### config.mk
export PLATFORM = sky130hd
export DESIGN_NAME = ldm_queue
export DESIGN_NICKNAME = d
export VERILOG_FILES = /design/src/hw/rtl/ldm_queue.sv
export SDC_FILE = /design/constraint.sdc
export NUM_CORES = 1
export LEC_CHECK = 0
export BUFFER_PORTS_ARGS = -buffer_cell sky130_fd_sc_hd__clkbuf_2
export CORE_UTILIZATION = 45
export DETAILED_ROUTE_END_ITERATION = 7
export PLACE_DENSITY_LB_ADDON = 0.08
export SKIP_CTS_REPAIR_TIMING = 1
export SYNTH_ARGS = -nofsm -noshare
export SYNTH_HDL_FRONTEND = slang
export SYNTH_SLANG_ARGS = --single-unit
### constraint.sdc
create_clock -name clk -period 3.6 [get_ports clk]
set_input_delay 0.9 -clock clk [delete_from_list [all_inputs] [get_ports clk]]
set_output_delay 0.9 -clock clk [all_outputs]
set_load 0.01 [all_outputs]
### src/hw/rtl/ldm_queue.sv
// Small FIFO between the pixel front end and the report back end.
module ldm_queue #(
    parameter int WIDTH = 24,
    parameter int DEPTH = 4
) (
    input  logic                           clk,
    input  logic                           rst_n,
    input  logic                           push,
    input  logic [WIDTH-1:0]               push_data,
    input  logic                           pop,
    output logic [WIDTH-1:0]               pop_data,
    output logic                           not_empty,
    output logic [$clog2(DEPTH+1)-1:0]     count
);

    localparam int PW = (DEPTH > 1) ? $clog2(DEPTH) : 1;
    localparam int CW = $clog2(DEPTH + 1);

    logic [WIDTH-1:0] data_reg [DEPTH];
    logic [PW-1:0]    wr_ptr_reg, wr_ptr_next;
    logic [PW-1:0]    rd_ptr_reg, rd_ptr_next;
    logic [CW-1:0]    count_reg, count_next;

    always_comb
    begin
        wr_ptr_next = wr_ptr_reg;
        rd_ptr_next = rd_ptr_reg;
        count_next  = count_reg;
        if (push)
        begin
            wr_ptr_next = (wr_ptr_reg == PW'(DEPTH - 1)) ? '0 : wr_ptr_reg + 1'b1;
        end
        if (pop)
        begin
            rd_ptr_next = (rd_ptr_reg == PW'(DEPTH - 1)) ? '0 : rd_ptr_reg + 1'b1;
        end
        if (push && !pop)
        begin
            count_next = count_reg + 1'b1;
        end
        else if (pop && !push)
        begin
            count_next = count_reg - 1'b1;
        end
    end

    always_ff @(posedge clk or negedge rst_n)
    begin
        if (!rst_n)
        begin
            wr_ptr_reg <= '0;
            rd_ptr_reg <= '0;
            count_reg  <= '0;
        end
        else
        begin
            wr_ptr_reg <= wr_ptr_next;
            rd_ptr_reg <= rd_ptr_next;
            count_reg  <= count_next;
        end
    end

    always_ff @(posedge clk)
    begin
        if (push)
        begin
            data_reg[wr_ptr_reg] <= push_data;
        end
    end

    assign pop_data  = data_reg[rd_ptr_reg];
    assign not_empty = (count_reg != '0);
    assign count     = count_reg;

endmodule

Word-level counts from Yosys, hierarchy flattened
Memory sizes are Yosys's and may differ from the RTL's.
Index checks and enable logic that the tools add are counted.
Cells by class
  $add $sub $neg: 4
  eq/ne operators: 2
  muxes and demuxes: 6
  reduce and logical (&&, ||, !) cells: 6
Operators with widths (number)
  two-way mux 3 bit: 2
  adder 2 x 1 -> 2 bit (second input constant): 2
  == test 2 bit (second input constant): 2
  two-way mux 2 bit: 2
  adder 3 x 1 -> 3 bit (second input constant): 1
  nonzero test 3 bit: 1
  subtractor 3 x 1 -> 3 bit (second input constant): 1
  logical AND 1 bit: 2
  zero test 1 bit: 2
  two-way mux 1 bit: 2
  nonzero test 2 bit: 1
Storage, ports and cells
  bits in registers: 7
  RAM bits: 96
  input bits: 28
  output and inout port bits: 28
  word-level logic and storage cells: 22
  memories: 1
Memory list
  data_reg: words 4, bits a word 24, read ports 1, clocked after Yosys merged registers in 0, wr ports 1, RTL line 19  | logic [WIDTH-1:0] data_reg [DEPTH];

Logic depth before layout (Yosys ltp)
  word-level depth: 4
  mapped depth: 7
  gate-level depth less buffers: 7

Worst setup path before layout
No wires, ideal clock.
  path type: flip-flop to output port
  from: register rd_ptr_reg[0]
  to: output pop_data[0]
  data arrival time: 1.165 ns
  slack: 1.535 ns
  cell stages (with the launch flop): 4
  buffers on the path: 2
  cell sequence: dfrtp_1 > buf_6 > buf_12 > mux4_2
On the way
  longest elaborated chain between the ends: 1
RTL lines
  from (decl): RTL line 21  | logic [PW-1:0] rd_ptr_reg, rd_ptr_next;
  from (signal assigned): RTL line 58  | rd_ptr_reg <= rd_ptr_next;
  memory read (4 x 24 bit)
  to (decl): RTL line 11  | output logic [WIDTH-1:0] pop_data,
Every way passes these cells.

Worst setup path after layout
  from: register rd_ptr_reg[0]
  to: output pop_data[10]
Same word-level chain as after synthesis.

==> flow_metrics.tcl <==
set metrics [dict create \
    setup_viol 0 \
    insertion_delay_ns 0.36 \
    r2r_end "data_reg[0][17]" \
    track_usage 0.156 \
    synth_area_leaders "edfxtp_1, mux4_2, dfrtp_1" \
    grt_start_max_net_pins 28 \
    path_max_fanout 27 \
    r2r_cells 4 \
    critPathRequiredTime_ns 2.70 \
    hold_class "primary input to asynchronous set/reset pin" \
    num_vias 1753 \
    slew_headroom 0.449 \
    area_growth_pct 14.1 \
    cts_tree "built" \
    largest_register_ffs 96 \
    dp_hpwl_mm 4.19 \
    fin_ws_ns 0.631 \
    power.density_nw_per_um2 729 \
    period_share 0.825 \
    synthTopCellsByCount "edfxtp_1, mux4_2, dfrtp_1" \
    synth_cells 162 \
    place.gp.congestion 0.643 \
    synth_fa_ha_area_frac 0.0243 \
    path_depth 2 \
    cts.sinks 103 \
    die_x_um 95.3 \
    fin_util 0.536 \
    drcViolationCount 0 \
    antenna_found_initial 0 \
    yosys-mux-area-fraction 0.152 \
    rrSetupSlack_ns 1.77 \
    synth_cell_types 18 \
    final_cells 337 \
    io_pins 56 \
    drv_cap 0 \
    crit_chain "mux4_1, clkbuf_2" \
    synth_top_family_by_area "multiplexers" \
    slowest_stage "dfrtp_2" \
    place_inst 321 \
    endpoint "pop_data[10]" \
    yosysSeqAreaShare 0.781 \
    synth_flop_cell "edfxtp_1" \
    finalSetupTns_ns 0 \
    drtAntennaViolNets 0 \
    htreeDepth 3 \
    endpoint_kind "primary output" \
    dp_worst_setup_slack_ns 0.932 \
    critPathTopFamily "flip-flops" \
    synth-warning-count 0 \
    grt_pass1_vias 1878 \
    avgSynthCellArea_um2 24.2 \
    cts_root_buffer "clkbuf_8" \
    peakVddDrop_v 0.000262 \
    r2r_start "wr_ptr_reg[0]" \
    clockBufferDepth 2 \
    critPathMaxStageDelay_ns 0.91 \
    worstSetupStartpointType "register" \
    synth_xor_area_frac 0.00671 \
    fin_crit_ns 2.97 \
    synth_fp_nets 197 \
    wl_per_cell_um 18.8 \
    yosys.area.top_type "edfxtp_1" \
    initial_utilization 0.470 \
    finalMaxSlewViolations 0 \
    crit_arrival_ns 2.07 \
    dieArea_um2 9080 \
    drt-initial-drc-count 72 \
    synth_compound_area_frac 0.00256 \
    fin_nets 262 \
    fp.dieH_um 95.3 \
    tightest_slew_ns 0.827 \
    numCtsBuffers 9 \
    ys_seq_elements 103 \
    overflow 0 \
    rsz0062_at_grt "no" \
    hold_viol 0 \
    crit_buf_inv 1 \
    diodes 0 \
    max_freq_ghz 0.337 \
    rows 33 \
    drt-pass1-iter-count 4 \
    grt_pass1_wl_mm 9.85 \
    yosys.area_share.simple 0.0128 \
    critPathKind "register to primary output" \
    routed_wl_mm 6.33 \
    fill_cells 664 \
    clock_skew_ns 0.0181 \
    port_buffers 55 \
    outcome "complete, no violations" \
    floorplan.core_area_um2 8340 \
    yosysMostFrequentCell "edfxtp_1" \
    synth.cell_area_um2 3920 \
    via_per_inst 5.20 \
    synth_edf_count 96 \
    drive_above_1_share 0.414 \
    clk_pin_slew_ns 0.09 \
    async_flop_share 0.0680 \
    crit_start "rd_ptr_reg[0]" \
    power.leakage_nw 1.59 \
    yosys.area.top_type_share 0.736 \
]
-- worst min path at each step --
stage | to | start | cells after the start
global route | count[2] | rst_n | 1
CTS | count[2] | rst_n | 1
finish | count[2] | rst_n | 1
detailed placement | count[2] | count[2] | 1
floorplan | count[2] | count[2] | 1
global placement | count[2] | count[2] | 1
-- per-layer routing --
layer | share of wire | global-route usage | wire length [µm]
met5 | 0 | 0 | 0
met4 | 0.0096 | 0.0682 | 61
met3 | 0.034 | 0.0359 | 217
met2 | 0.54 | 0.266 | 3430
met1 | 0.41 | 0.190 | 2620
-- logic make-up (layout without fill, tap and decap cells) --
kind of cell	Yosys count	count (layout)
buffers and inverters	10	80
muxes	27	27
DFF	103	103
adders and majority gates	7	7
and+or+nand+nor	10	10
xor gates and xnor gates	3	3
AOI/OAI and AO/OA	2	2
-- cell usage in the layout (no fill, tap or decap), drive strengths merged, types with 4 or more instances in the layout --
cell type	n
clkbuf	66
dfrtp	7
ha	6
mux4	24
and2	4
inv	5
buf	5
edfxtp	96
-- cell type report --
class | instances | area (µm²) | area share
Timing Repair Buffer | 60 | 313 | 0.0700
Clock inverter | 5 | 42.5 | 0.00952
Tap cell | 105 | 131 | 0.0294
Clock buffer | 11 | 131 | 0.0294
Inverter | 4 | 15.0 | 0.00336
Multi-Input combinational cell | 49 | 778 | 0.174
Sequential cell | 103 | 3060 | 0.684
-- where the power goes --
part | total, mW | leakage [nW] | switching (mW) | internal [mW]
registers | 1.71 | 0.964 | 0.165 | 1.54
clock network | 0.638 | 0.0777 | 0.380 | 0.258
logic | 0.913 | 0.549 | 0.438 | 0.475
total | 3.26 | 1.59 | 0.983 | 2.28
-- stage by stage --
step | hold slack, ns | power, mW | instance area [µm²]
6_report | 0.370 | 3.26 | 4470
5_1_grt | 0.350 | 3.46 | 4470
4_1_cts | 0.356 | 3.32 | 4470
3_5_place_dp | 0.514 | 2.68 | 4300
3_3_place_gp | 0.471 | 2.64 | 4300
2_1_floorplan | 0.517 | 2.36 | 3920
No activity file was read; power rests on OpenSTA's default activity.
