===== config.mk =====
export PLATFORM = sky130hd
export DESIGN_NAME = ldm_back
export DESIGN_NICKNAME = d
export VERILOG_FILES = /design/src/hw/rtl/ldm_pkg.sv /design/src/hw/rtl/ldm_back.sv
export SDC_FILE = /design/constraint.sdc
export NUM_CORES = 1
export LEC_CHECK = 0
export BUFFER_PORTS_ARGS = -buffer_cell sky130_fd_sc_hd__buf_2
export CAP_MARGIN = 30
export CELL_PAD_IN_SITES_DETAIL_PLACEMENT = 1
export CELL_PAD_IN_SITES_GLOBAL_PLACEMENT = 2
export CORE_ASPECT_RATIO = 0.9
export CORE_MARGIN = 3
export CORE_UTILIZATION = 30
export CTS_CLUSTER_SIZE = 30
export DETAILED_ROUTE_END_ITERATION = 8
export GPL_TIMING_DRIVEN = 1
export HOLD_SLACK_MARGIN = 0.05
export PLACE_DENSITY = 0.83
export REMOVE_ABC_BUFFERS = 1
export SLEW_MARGIN = 0
export SYNTH_ARGS = -nofsm -noshare
export SYNTH_HDL_FRONTEND = slang
export SYNTH_SLANG_ARGS = --single-unit

===== constraint.sdc =====
create_clock -name clk -period 2.56 [get_ports clk]
set_clock_uncertainty 0.15 [all_clocks]
set_input_delay 0.256 -clock clk [delete_from_list [all_inputs] [get_ports clk]]
set_output_delay 0.256 -clock clk [all_outputs]
set_load 0.005 [all_outputs]

===== src/hw/rtl/ldm_pkg.sv =====
// Shared constants and types of the 3x3 local maximum detector.
package ldm_pkg;

    localparam int ROW_BITS    = 10;
    localparam int OUT_BITS    = 10;
    localparam int CFG_BITS    = 11;
    localparam int MAX_ROWS    = 1024;
    localparam int ADDR_BITS   = 3;
    localparam int NUM_CAND    = 4;
    localparam int QUEUE_DEPTH = 4;
    localparam int QCOUNT_BITS = $clog2(QUEUE_DEPTH + 1);

    localparam logic REG_ROW_COUNT = 1'b0;
    localparam logic REG_COL_COUNT = 1'b1;

    typedef logic [ROW_BITS-1:0] row_t;
    typedef logic [NUM_CAND-1:0] cand_mask_t;
    typedef logic [CFG_BITS-1:0] cfg_t;

endpackage


===== src/hw/rtl/ldm_back.sv =====
// Back end: expand one decision entry into reports, one per cycle while out_ready is high.
module ldm_back #(
    parameter int COL_BITS = 10
) (
    input  logic                      clk,
    input  logic                      rst_n,
    input  logic                      q_valid,
    input  ldm_pkg::cand_mask_t       q_mask,
    input  ldm_pkg::row_t             q_row,
    input  logic [COL_BITS-1:0]       q_col,
    output logic                      pop,
    output logic                      out_valid,
    input  logic                      out_ready,
    output logic [ldm_pkg::OUT_BITS-1:0] max_row,
    output logic [ldm_pkg::OUT_BITS-1:0] max_col,
    output logic                      run_last
);

    logic                cur_valid_reg;
    ldm_pkg::cand_mask_t cur_mask_reg;
    ldm_pkg::row_t       cur_row_reg;
    logic [COL_BITS-1:0] cur_col_reg;

    ldm_pkg::cand_mask_t low_bit;
    ldm_pkg::cand_mask_t rest;
    logic                sel_this_row;
    logic                sel_this_col;
    logic                take;
    logic                finish;

    assign low_bit = cur_mask_reg & (~cur_mask_reg + 1'b1);
    assign rest    = cur_mask_reg & ~low_bit;

    always_comb
    begin
        case (low_bit)
            4'b0010: {sel_this_row, sel_this_col} = 2'b01;
            4'b0100: {sel_this_row, sel_this_col} = 2'b10;
            4'b1000: {sel_this_row, sel_this_col} = 2'b11;
            default: {sel_this_row, sel_this_col} = 2'b00;
        endcase
    end

    assign take   = cur_valid_reg && out_ready;
    assign finish = take && (rest == '0);
    assign pop    = q_valid && (!cur_valid_reg || finish);

    always_ff @(posedge clk or negedge rst_n)
    begin
        if (!rst_n)
        begin
            cur_valid_reg <= 1'b0;
        end
        else if (pop)
        begin
            cur_valid_reg <= 1'b1;
        end
        else if (finish)
        begin
            cur_valid_reg <= 1'b0;
        end
    end

    always_ff @(posedge clk)
    begin
        if (pop)
        begin
            cur_mask_reg <= q_mask;
            cur_row_reg  <= q_row;
            cur_col_reg  <= q_col;
        end
        else if (take)
        begin
            cur_mask_reg <= rest;
        end
    end

    assign out_valid = cur_valid_reg;
    assign max_row   = ldm_pkg::OUT_BITS'(sel_this_row ? cur_row_reg : cur_row_reg - 1'b1);
    assign max_col   = ldm_pkg::OUT_BITS'(sel_this_col ? cur_col_reg : cur_col_reg - 1'b1);
    assign run_last  = (rest == '0);

endmodule


# Word-level counts from Yosys, hierarchy flattened
# Index checks and enable logic that the tools add are counted.
dict set report op_classes {
  add_sub_neg 3
  eq_ne 3
  n_mux 8
  bitwise 4
  n_reduce_logical 10
}
# cell count
set op_table {}
lappend op_table {{two-way mux 10 bit} 2}
lappend op_table {{subtractor 10 x 1 -> 10 bit, second input constant} 2}
lappend op_table {{AND 4 bit} 2}
lappend op_table {{two-way mux 4 bit} 2}
lappend op_table {{NOT 4 bit} 2}
lappend op_table {{adder 4 x 1 -> 4 bit, second input constant} 1}
lappend op_table {{== test 4 x 2 -> 1 bit, second input constant} 1}
lappend op_table {{== test 4 x 3 -> 1 bit, second input constant} 1}
lappend op_table {{== test 4 bit, second input constant} 1}
lappend op_table {{zero test 4 bit} 1}
lappend op_table {{two-way mux 1 bit} 4}
lappend op_table {{nonzero test 2 bit} 2}
lappend op_table {{OR reduction 2 bit} 2}
lappend op_table {{logical AND 1 bit} 3}
lappend op_table {{zero test 1 bit} 1}
lappend op_table {{logical OR 1 bit} 1}
dict set report totals {
  ff_bits 25
  elab_cells 32
}

# Longest topological paths before layout
dict set report logic_depth {
  depth_word 10
  depth_mapped 5
}

# Worst setup path before layout
# Ideal clock, no wire load.
dict set report synth_timing {
  path_type {reg2reg}
  start {register cur_mask_reg[2]}
  end {register cur_col_reg[0] (enable)}
  arrival_ns 1.556
  path_slack_ns 0.467
  stages_incl_launch_ff 5
  path_buffers 1
  period_less_slack_ns 2.093
  path_cell_list {edfxtp_1 buf_4 a211oi_2 o21ai_1 a21boi_2}
}
dict set report synth_via {
  elab_chain_len 9
}
# element line
set synth_lines {}
lappend synth_lines {{start: declaration} ldm_back.sv:20} ;# ldm_pkg::cand_mask_t cur_mask_reg;
lappend synth_lines {{start signal: assignment} ldm_back.sv:68} ;# cur_mask_reg <= q_mask;
lappend synth_lines {{start signal: assignment} ldm_back.sv:74} ;# cur_mask_reg <= rest;
lappend synth_lines {{NOT 4 bit} ldm_back.sv:31} ;# assign low_bit = cur_mask_reg & (~cur_mask_reg + 1'b1);
lappend synth_lines {{adder 4 x 1 -> 4 bit} ldm_back.sv:31}
lappend synth_lines {{AND 4 bit} ldm_back.sv:31}
lappend synth_lines {{NOT 4 bit} ldm_back.sv:32} ;# assign rest = cur_mask_reg & ~low_bit;
lappend synth_lines {{AND 4 bit *} ldm_back.sv:32}
lappend synth_lines {{zero test 4 bit *} ldm_back.sv:45} ;# assign finish = take && (rest == '0);
lappend synth_lines {{logical AND 1 bit *} ldm_back.sv:45}
lappend synth_lines {{logical OR 1 bit *} ldm_back.sv:46} ;# assign pop = q_valid && (!cur_valid_reg || finish);
lappend synth_lines {{logical AND 1 bit *} ldm_back.sv:46}
lappend synth_lines {{via pop} ldm_back.sv:11} ;# output logic pop,
lappend synth_lines {{end signal: assignment} ldm_back.sv:70} ;# cur_col_reg <= q_col;
lappend synth_lines {{end: declaration} ldm_back.sv:22} ;# logic [COL_BITS-1:0] cur_col_reg;
# Mark *: on every way through the listed nets, which the timed path passes. The rest lies on a longest branch.
# A chain may end at the register's enable or synchronous reset.

# Worst setup path in the final report
dict set report layout_timing {
  start {register cur_mask_reg[2]}
  end {output port pop}
}
dict set report layout_via {
  elab_chain_len 9
}
# element line
set layout_lines {}
lappend layout_lines {{NOT 4 bit} ldm_back.sv:31}
lappend layout_lines {{adder 4 x 1 -> 4 bit} ldm_back.sv:31}
lappend layout_lines {{AND 4 bit} ldm_back.sv:31}
lappend layout_lines {{NOT 4 bit} ldm_back.sv:32}
lappend layout_lines {{AND 4 bit *} ldm_back.sv:32}
lappend layout_lines {{zero test 4 bit *} ldm_back.sv:45}
lappend layout_lines {{logical AND 1 bit *} ldm_back.sv:45}
lappend layout_lines {{logical OR 1 bit *} ldm_back.sv:46}
lappend layout_lines {{logical AND 1 bit *} ldm_back.sv:46}
lappend layout_lines {{end: declaration} ldm_back.sv:11}
# Mark *: on every way between the ends. The rest lies on a longest branch, timed or not.

==> metrics.txt <==
outcome=finished, final reports clean; routing usage on met3=3.56%; largest cells by area after synthesis=edfxtp_1 (52%), xnor2_1 (8.1%), xor2_1 (3.1%); busiest layer in global routing=met2; number of global-route vias before repair=1,177; CTS root buf=clkbuf_8; clock tree from TritonCTS=yes; Starting Density=32.8%; Least-Margin Pin Slew=0.546 ns; M1 GR Usage=15.2%; Max H-tree Level=1; GRT overflow=0; Hold WS=0.0716 ns; num rows=22; synthesized cell area=1400 um2; initial antenna violation count=0; startpoint types=register; CP top delay family=compound AO/OA/AOI/OAI gates; largest net degree at the start of global routing=24; # resized after CTS=0; Worst path max stage delay=0.55 ns; Die Width=77.9 um; total wire length=3460 um; Setup crit end kind=primary output; layout cells sized above 1=37.4%; first-pass GRT wire length=5660 um; I/O pins=51; Yosys top cell area share=51.6%; Post-Place Setup Slack=0.530 ns; Die H=70.8 um; wire length per cell=14.0 um; Max Clock Freq=427 MHz; Layout area overhead=41.3%; I/O Buffers=50; # diodes=0; worst-path fanout max=23; Final GP Congestion=0.723; critical path class=reg2out; final hold viol count=0; setup slack after layout=0.221 ns; buffer depth of the longest clock path=2; Max Cap Viol=0; Setup-failing EPs final=0; vias per std cell=4.52; WP data required=2.15 ns; Mean Syn Cell Area=12.4 um2; Starting DRT DRC Count=31; Seq/Total Area, Yosys=53.4%; Worst slew margin=63.3%; Pre-antenna DRT Iters=3; total CTS buffers=3; drt drc=0; WP buf/inv=2; worst vdd ir=0.000391 V; # clock sinks=25; Final Max Tran Viols=0; die area=5510 um2; Yosys cell types=40; total power divided by cell area=573 nW/um2; Worst-path clk slew=0.09 ns; placed standard-cell area=1720 um2; fin crit share=91.4%; most frequent cells after synthesis=edfxtp_1 (24), xnor2_1 (13), nand2_1 (8); Pleak=0.791 nW; main flop type after synthesis=edfxtp_1; ys async rst share=4.00%; Total Routing Usage GR=13.0%; hold crit path type=in2reg; CP cell instances=a211oi_2 -> o21ai_1 -> a21boi_2 -> buf_4 -> buf_2; slowest CP cell=edfxtp_1; RSZ-0062 raised after global routing=false; hpwl dp=2540 um; Syn Inst Count=113; DR vias=1,116; final net count=218; Final Util=46.3%; worst skew pair latency=0.26 ns; worst path arrival time=1.93 ns; TNS Setup=0 ns; met2 GRT Util=24.5%; #FFs+latches synth=25; min Tclk post-route=2.34 ns; synth warn=0; most common cell in the netlist=edfxtp_1; final instance area=1970 um2; core area=4270 um2; Routed Antenna Nets=0; largest area contributor in the netlist=edfxtp_1; # fillers=495; Post-synth EDFFs=24
==> cell type report <==
class	instances	area, um2	area share, %
flip-flops and latches	25	746	37.8
multi-input cells	79	613	31.1
repair buffers	72	468	23.7
well taps	60	75.1	3.80
clock buffers	3	41.3	2.09
inverters	7	26.3	1.33
clock inverters	1	5.00	0.253
==> cell usage in the layout, fill, tap and decap left out, types with 3 or more instances in the layout <==
master	netlist	routed
nand3_1	4	4
nand2b_1	3	3
edfxtp_1	24	24
xnor2_1	13	13
xor2_1	5	5
buf_2	1	50
nand2_1	8	8
a21oi_1	3	3
nor2b_1	3	3
inv_1	7	7
nor2_1	7	7
clkbuf_8	0	3
dlygate4sd3_1	0	21
==> stage by stage <==
stage                     cells  power, mW
after floorplan             111      0.754
after global routing        247       1.21
after global placement      222      0.873
final                       247       1.13
after detailed placement    222      0.887
after CTS                   247       1.15
==> per-layer routing <==
layer | share of wire [%] | routed length (um) | up-vias
li1 | - | - | 552
met1 | 41 | 1430 | 528
met2 | 54 | 1860 | 36
met3 | 4.8 | 167 | 0
met4 | 0 | 0 | 0
met5 | 0 | 0 | -
==> worst register-to-register path: cells and delay by family (launching register included) <==
family	cells	cell delay, ns
AOI/OAI and AO/OA	3	0.63
buffers and inverters	1	0.31
DFF	1	0.55
and+or+nand+nor	1	0.21
==> logic make-up (layout without fill, tap and decap cells) <==
group	count (synthesis)	count (layout)	synth area share [%]
simple gates	41	41	18.9
flops	25	25	53.4
compound gates	18	18	11.9
fa+ha+maj	2	2	1.79
buf+inv	9	83	2.78
xor+xnor	18	18	11.3
==> path summary, 6_finish.rpt <==
| kind | from | endpoint | slack [ns] | cells past startpoint |
|---|---|---|---|---|
| max in group asynchronous | rst_n | out_valid$_DFFE_PN0P_ | 2.03 | 2 |
| min in group asynchronous | rst_n | out_valid$_DFFE_PN0P_ | 0.15 | 2 |
| hold / removal | q_valid | out_valid$_DFFE_PN0P_ | 0.07 | 2 |
| setup / recovery | cur_mask_reg[2]$_DFFE_PP_ | pop | 0.22 | 5 |
| setup reg to reg | cur_mask_reg[2]$_DFFE_PP_ | cur_mask_reg[0]$_SDFFCE_PN0P_ | 0.59 | 5 |
| hold reg to reg | out_valid$_DFFE_PN0P_ | out_valid$_DFFE_PN0P_ | 0.45 | 1 |
==> where the power goes <==
part	switching (mW)	internal [mW]	total [mW]	leakage (nW)
Sequential	0.0638	0.511	0.575	0.236
Clock	0.125	0.109	0.234	0.0255
Combinational	0.157	0.165	0.322	0.529
Total	0.346	0.785	1.13	0.791
==> repair_timing <==
| item | CTS | global route |
|---|---|---|
| buffers inserted | 0 | 0 |
| hold endpoints to repair | 21 | 0 |
| hold buffers | 21 | 0 |
No activity file was read; power rests on OpenSTA's default activity.
